==> config.mk <==
export PLATFORM = sky130hd
export DESIGN_NAME = cti_muldiv
export DESIGN_NICKNAME = d
export VERILOG_FILES = /design/src/hw/rtl/cti_pkg.sv /design/src/hw/rtl/cti_muldiv.sv
export SDC_FILE = /design/constraint.sdc
export NUM_CORES = 1
export LEC_CHECK = 0
export ABC_CLOCK_PERIOD_IN_PS = 2800
export CAP_MARGIN = 25
export CELL_PAD_IN_SITES_DETAIL_PLACEMENT = 0
export CELL_PAD_IN_SITES_GLOBAL_PLACEMENT = 1
export CORE_MARGIN = 1.5
export CORE_UTILIZATION = 45
export CTS_CLUSTER_DIAMETER = 150
export DETAILED_ROUTE_END_ITERATION = 8
export DONT_BUFFER_PORTS = 1
export GPL_TIMING_DRIVEN = 0
export PLACE_DENSITY = 0.82
export SLEW_MARGIN = 20
export SYNTH_ARGS = -nofsm -noshare
export SYNTH_HDL_FRONTEND = slang
export SYNTH_SLANG_ARGS = --single-unit
export TNS_END_PERCENT = 20
==> constraint.sdc <==
create_clock -name i_clk -period 2.8 [get_ports i_clk]
set_input_delay 0.28 -clock i_clk [delete_from_list [all_inputs] [get_ports i_clk]]
set_output_delay 0.28 -clock i_clk [all_outputs]
set_load 0.05 [all_outputs]
==> src/hw/rtl/cti_pkg.sv <==
// Shared types and widths for the count-to-temperature interpolator.
// No dependencies; used by cti_muldiv and the top level.
package cti_pkg;

    localparam int CNT_W   = 16;               // raw count width, signed
    localparam int TEMP_W  = 16;               // Q9.7 kelvin, unsigned
    localparam int IDX_W   = 8;                // load index width
    localparam int CFG_W   = 9;                // entries_in_use width
    localparam int ENTRY_W = CNT_W + TEMP_W;   // one packed table entry

    // Serial multiply/divide operand width and step count
    localparam int                MD_W      = 16;
    localparam int                STEP_W    = $clog2(MD_W);
    localparam logic [STEP_W-1:0] LAST_STEP = STEP_W'(MD_W - 1);

    // Operands handed to the serial arithmetic unit
    typedef struct packed {
        logic [MD_W-1:0] mcand;     // |T[k] - T[k-1]|
        logic [MD_W-1:0] mult;      // C[k] - sample
        logic [MD_W-1:0] divisor;   // C[k] - C[k-1]
    } t_md_req;

endpackage

==> src/hw/rtl/cti_muldiv.sv <==
// Bit-serial unsigned multiply followed by restoring divide: (mcand*mult)/divisor.
// Depends on cti_pkg. One bit per cycle in each phase, multiply then divide.
module cti_muldiv
    import cti_pkg::*;
(
    input  logic            i_clk,
    input  logic            i_rst_n,
    input  logic            i_start,
    input  t_md_req         i_req,
    output logic            o_done,
    output logic [MD_W-1:0] o_quot
);

    typedef enum logic [2:0] {
        MD_IDLE = 3'b001,
        MD_MUL  = 3'b010,
        MD_DIV  = 3'b100
    } t_md_state;

    t_md_state         r_state;
    logic [STEP_W-1:0] r_step;
    logic              r_done;
    logic [MD_W:0]     r_hi;      // product high half, then remainder
    logic [MD_W-1:0]   r_lo;      // multiplier / product low, then quotient
    logic [MD_W-1:0]   r_mcand;
    logic [MD_W-1:0]   r_div;

    logic [MD_W:0]     mul_sum;
    logic [MD_W:0]     div_trial;
    logic              div_ge;

    assign mul_sum   = r_hi + (r_lo[0] ? {1'b0, r_mcand} : '0);
    assign div_trial = {r_hi[MD_W-1:0], r_lo[MD_W-1]};
    assign div_ge    = (div_trial >= {1'b0, r_div});

    always_ff @(posedge i_clk) begin
        if (!i_rst_n) begin
            r_state <= MD_IDLE;
            r_step  <= '0;
            r_done  <= 1'b0;
        end else begin
            r_done <= 1'b0;
            case (r_state)
                MD_IDLE: begin
                    if (i_start) begin
                        r_state <= MD_MUL;
                        r_step  <= '0;
                    end
                end
                MD_MUL: begin
                    r_step <= r_step + 1'b1;
                    if (r_step == LAST_STEP) begin
                        r_state <= MD_DIV;
                        r_step  <= '0;
                    end
                end
                MD_DIV: begin
                    r_step <= r_step + 1'b1;
                    if (r_step == LAST_STEP) begin
                        r_state <= MD_IDLE;
                        r_step  <= '0;
                        r_done  <= 1'b1;
                    end
                end
                default: begin
                    r_state <= MD_IDLE;
                end
            endcase
        end
    end

    // Datapath: shift-add multiply, then shift-subtract divide on the same pair
    always_ff @(posedge i_clk) begin
        case (r_state)
            MD_IDLE: begin
                if (i_start) begin
                    r_hi    <= '0;
                    r_lo    <= i_req.mult;
                    r_mcand <= i_req.mcand;
                    r_div   <= i_req.divisor;
                end
            end
            MD_MUL: begin
                r_hi <= {1'b0, mul_sum[MD_W:1]};
                r_lo <= {mul_sum[0], r_lo[MD_W-1:1]};
            end
            MD_DIV: begin
                r_hi <= div_ge ? (div_trial - {1'b0, r_div}) : div_trial;
                r_lo <= {r_lo[MD_W-2:0], div_ge};
            end
            default: begin
                r_hi <= r_hi;
            end
        endcase
    end

    assign o_done = r_done;
    assign o_quot = r_lo;

endmodule

==> key figures <==
Outcome
  – Status: complete, but fails checks
  – Failing checks: setup timing

Final layout
  – Synth-to-layout area growth: 19.5%
  – N_diodes: 0
  – Storage element area: 2110 um2
  – Share of cells above drive strength 1: 0.145
  – Non-filler cells, final: 631
  – Multi-input gate area: 2520 um2
  – Final nets: between 500 and 600
  – Fillers: 904

Critical path
  – Setup crit end kind: flip-flop
  – Crit path max fanout: 4
  – Worst Path Arrival: roughly 3.3 ns
  – Startpoint types: flip-flop
  – Required time worst endpoint: 2.88 ns
  – Worst path cell trace: inv_2 > ha_4 > fa_2 > nor2b_4 > o31a_1 > o41a_1 > a221o_1 > o41ai_4 > xnor2_1 > mux2i_1 > o22ai_1
  – Critical-path cell with the highest stage delay: edfxtp_1
  – Worst R2R Setup Slack: -0.37 ns
  – CP delay by family, top: compound AO/OA/AOI/OAI gates
  – CP Class: flip-flop to flip-flop
  – CP max stage delay: 0.69 ns
  – WP buf/inv: 1

Placement
  – Pre-CTS setup slack: -0.756 ns
  – Placed Cells incl. Taps: ~600
  – RD Place Congestion: about 0.93
  – I/O Buffers: 0
  – Final HPWL DP: 7.52 mm

Detailed routing
  – Post-route ant nets: 0
  – WL final: 10.6 mm
  – DRT iter0 DRCs: 111
  – Post-route DRC violation count: 0
  – DR vias: 3,557
  – Via/cell ratio: 5.64
  – Avg WL per Cell: 16.8 um
  – First drt pass iteration count: 4

Yosys
  – Adder-cell share of the synthesized area: 0.0990
  – Post-synthesis instance total: 450
  – Yosys top cell area share: 0.427
  – Ys Warns: 0
  – Syn_area_per_cell: 10.2 um2
  – Sequential fraction of the synthesis area: 0.462
  – Area contributors post-synth: edfxtp_1, ha_1, nand2_1
  – Synth Area in Compound Gates: 0.171
  – Post-synth EDFFs: 65
  – Ys flop type: edfxtp_1
  – Main combinational cell family by area after synthesis: compound AO/OA/AOI/OAI gates
  – Synth Cell Area: between 4000 and 5000 um2
  – FF+latch count, synth: 73
  – Post-synth cell types: 56
  – Syn nets: 536
  – Multiplexer area fraction after synthesis: 0.0219
  – Post-Synth Simple-Gate Area: 0.165
  – Dominant cell type by area after synthesis: edfxtp_1
  – Ys async rst share: 0
  – XOR/XNOR Fraction of Synth Area: 0.0479

Floorplanning
  – Die width: 104 um
  – Initial Util: 0.466
  – Core area: 9820 um2
  – Die H: 104 um
  – # IOs: between 60 and 70
  – Row count: 36
  – Die Footprint: 10,800 um2

GRT
  – Busiest grt layer: met2
  – Total gr overflow: 0
  – Vias in the first global route: 3,553
  – Grt met1 use: 0.241
  – Grt met3 use: 0.0654
  – Largest net degree at the start of global routing: 34
  – Global-route wire length before repair: 17.0 mm
  – All-layer global routing usage: 0.198
  – Initial antenna violation count: 0
  – GR Util met2: 0.333

Clocking
  – CTS tree: yes
  – Worst-skew pair later-pin latency: 0.35 ns
  – Root buffer cell: clkbuf_8
  – Reg clk slew, reported paths: ~0.080 ns
  – Max Buffers Root-to-Sink: 2
  – H-tree depth: 3
  – CTS Sinks: 73
  – CTS Buf Count: 9

Timing
  – Pin slew with the least headroom to its limit: around 0.7 ns
  – Fin. max-slew vios: 0
  – Final worst-path setup slack: -0.366 ns
  – Final setup vio count: 17
  – Max_slew headroom: 0.521
  – Min cycle time layout: 3.17 ns
  – Layout Skew: 0.0118 ns
  – Unrepaired setup endpoints after global routing: true
  – Hold Fails Final Rpt: 0
  – Max frequency: around 320 MHz
  – Period utilization: 1.13

Worst hold path
  – Kind of path behind the tightest hold check: input pin to flip-flop

Power and ir drop
  – PD cells: 529 nW/um2
  – Peak VDD IR: 0.367 mV
  – P_leak: 2.18 nW

Job
  – Max Cap Viol: 0
## path summary, 6_finish.rpt
kind | from | endpoint | cells after the start
setup reg to reg | o_quot[15] | r_hi[14] | 11
hold reg to reg | r_step[3] | r_step[3] | 1
setup / recovery | o_quot[15] | r_hi[14] | 11
hold / removal | i_req[14] | r_div[14] | 0
## worst reg2reg max path, delay by kind of cell (launching register included)
family / cells / cell delay (ns)
and+or+nand+nor: 1 / 0.05
DFF: 1 / 0.69
adders and majority gates: 2 / 0.37
xor gates and xnor gates: 1 / 0.14
muxes: 1 / 0.14
AOI/OAI and AO/OA: 5 / 1.35
buffers and inverters: 1 / 0.17
## cell families after synthesis
logic type,Yosys count
AND/OR/NAND/NOR,154
AO/OA/AOI/OAI,114
multiplexers,10
adder cells (fa/ha/maj),35
XOR/XNOR,25
buffers and inverters,39
flip-flops,73
## cells in the mapped netlist (6+ instances only)
cell,n
ha_1,33
o21a_1,7
nand3_1,6
a22oi_1,16
xor2_1,10
xnor2_1,15
edfxtp_1,65
a21oi_1,26
mux2i_1,10
nor3_1,9
clkbuf_1,11
o21ai_0,14
dfxtp_1,8
o22ai_1,14
and2_1,16
nand2b_1,7
inv_1,24
nand2_1,49
nor2_1,38
a21o_1,6
## cell usage in the layout (no fill, tap or decap), drive strengths merged, types with 9 or more instances in the layout
| cell type | instances |
|---|---|
| dlygate4sd3 | 20 |
| o22ai | 14 |
| and2 | 16 |
| xor2 | 10 |
| xnor2 | 15 |
| a21oi | 26 |
| edfxtp | 65 |
| clkbuf | 22 |
| o21ai | 14 |
| buf | 16 |
| nor2 | 38 |
| nand2 | 49 |
| mux2i | 10 |
| a21o | 11 |
| ha | 33 |
| a22oi | 16 |
| nor3 | 9 |
| inv | 24 |
## metrics by stage
stage / setup TNS, ns / power (mW) / util / area (um2) / hold WS, ns
floorplan: -0.860 / 1.89 / - / 4580 / 0.356
global placement: -20.92 / 2.02 / 0.483 / 4740 / 0.358
detailed placement: -8.61 / 2.04 / 0.486 / 4780 / 0.362
CTS: -2.41 / 2.86 / 0.530 / 5200 / 0.00300
global route: -4.60 / 3.04 / 0.557 / 5470 / 0.00582
finish: -1.80 / 2.89 / 0.557 / 5470 / 0.0298
## per-layer routing
layer | vias to the layer above | wire, um
met5 | - | 0
met4 | 0 | 244
met3 | 21 | 651
met2 | 104 | 5010
met1 | 1682 | 4710
li1 | 1750 | -
## area by class of cell
cell class,instances,share of cell area
inverters,24,0.0165
well taps,133,0.0304
flip-flops and latches,73,0.386
clock inverters,5,0.00595
multi-input cells,338,0.461
plain buffers,15,0.0165
clock buffers,11,0.0259
repair buffers,32,0.0570
## state kept, by name (all words and copies together) (netlist names)
register,flops
r_state,3
o_done,1
o_quot,16
r_mcand,16
r_div,16
r_hi,17
r_step,4
## where the power goes
group | internal [mW] | total (mW) | switching [mW] | leakage (nW)
Combinational | 0.345 | 0.747 | 0.402 | 1.41
Clock | 0.343 | 0.742 | 0.399 | 0.0830
Sequential | 1.28 | 1.40 | 0.122 | 0.692
## what timing repair did
action	4_1_cts	5_1_grt
pin swaps	16	15
hold endpoints to repair	1	19
endpoints found under the setup margin	18	18
buffers inserted	9	2
hold buffers	1	19
resized for setup	38	15
(Power assumes the default switching activity.)
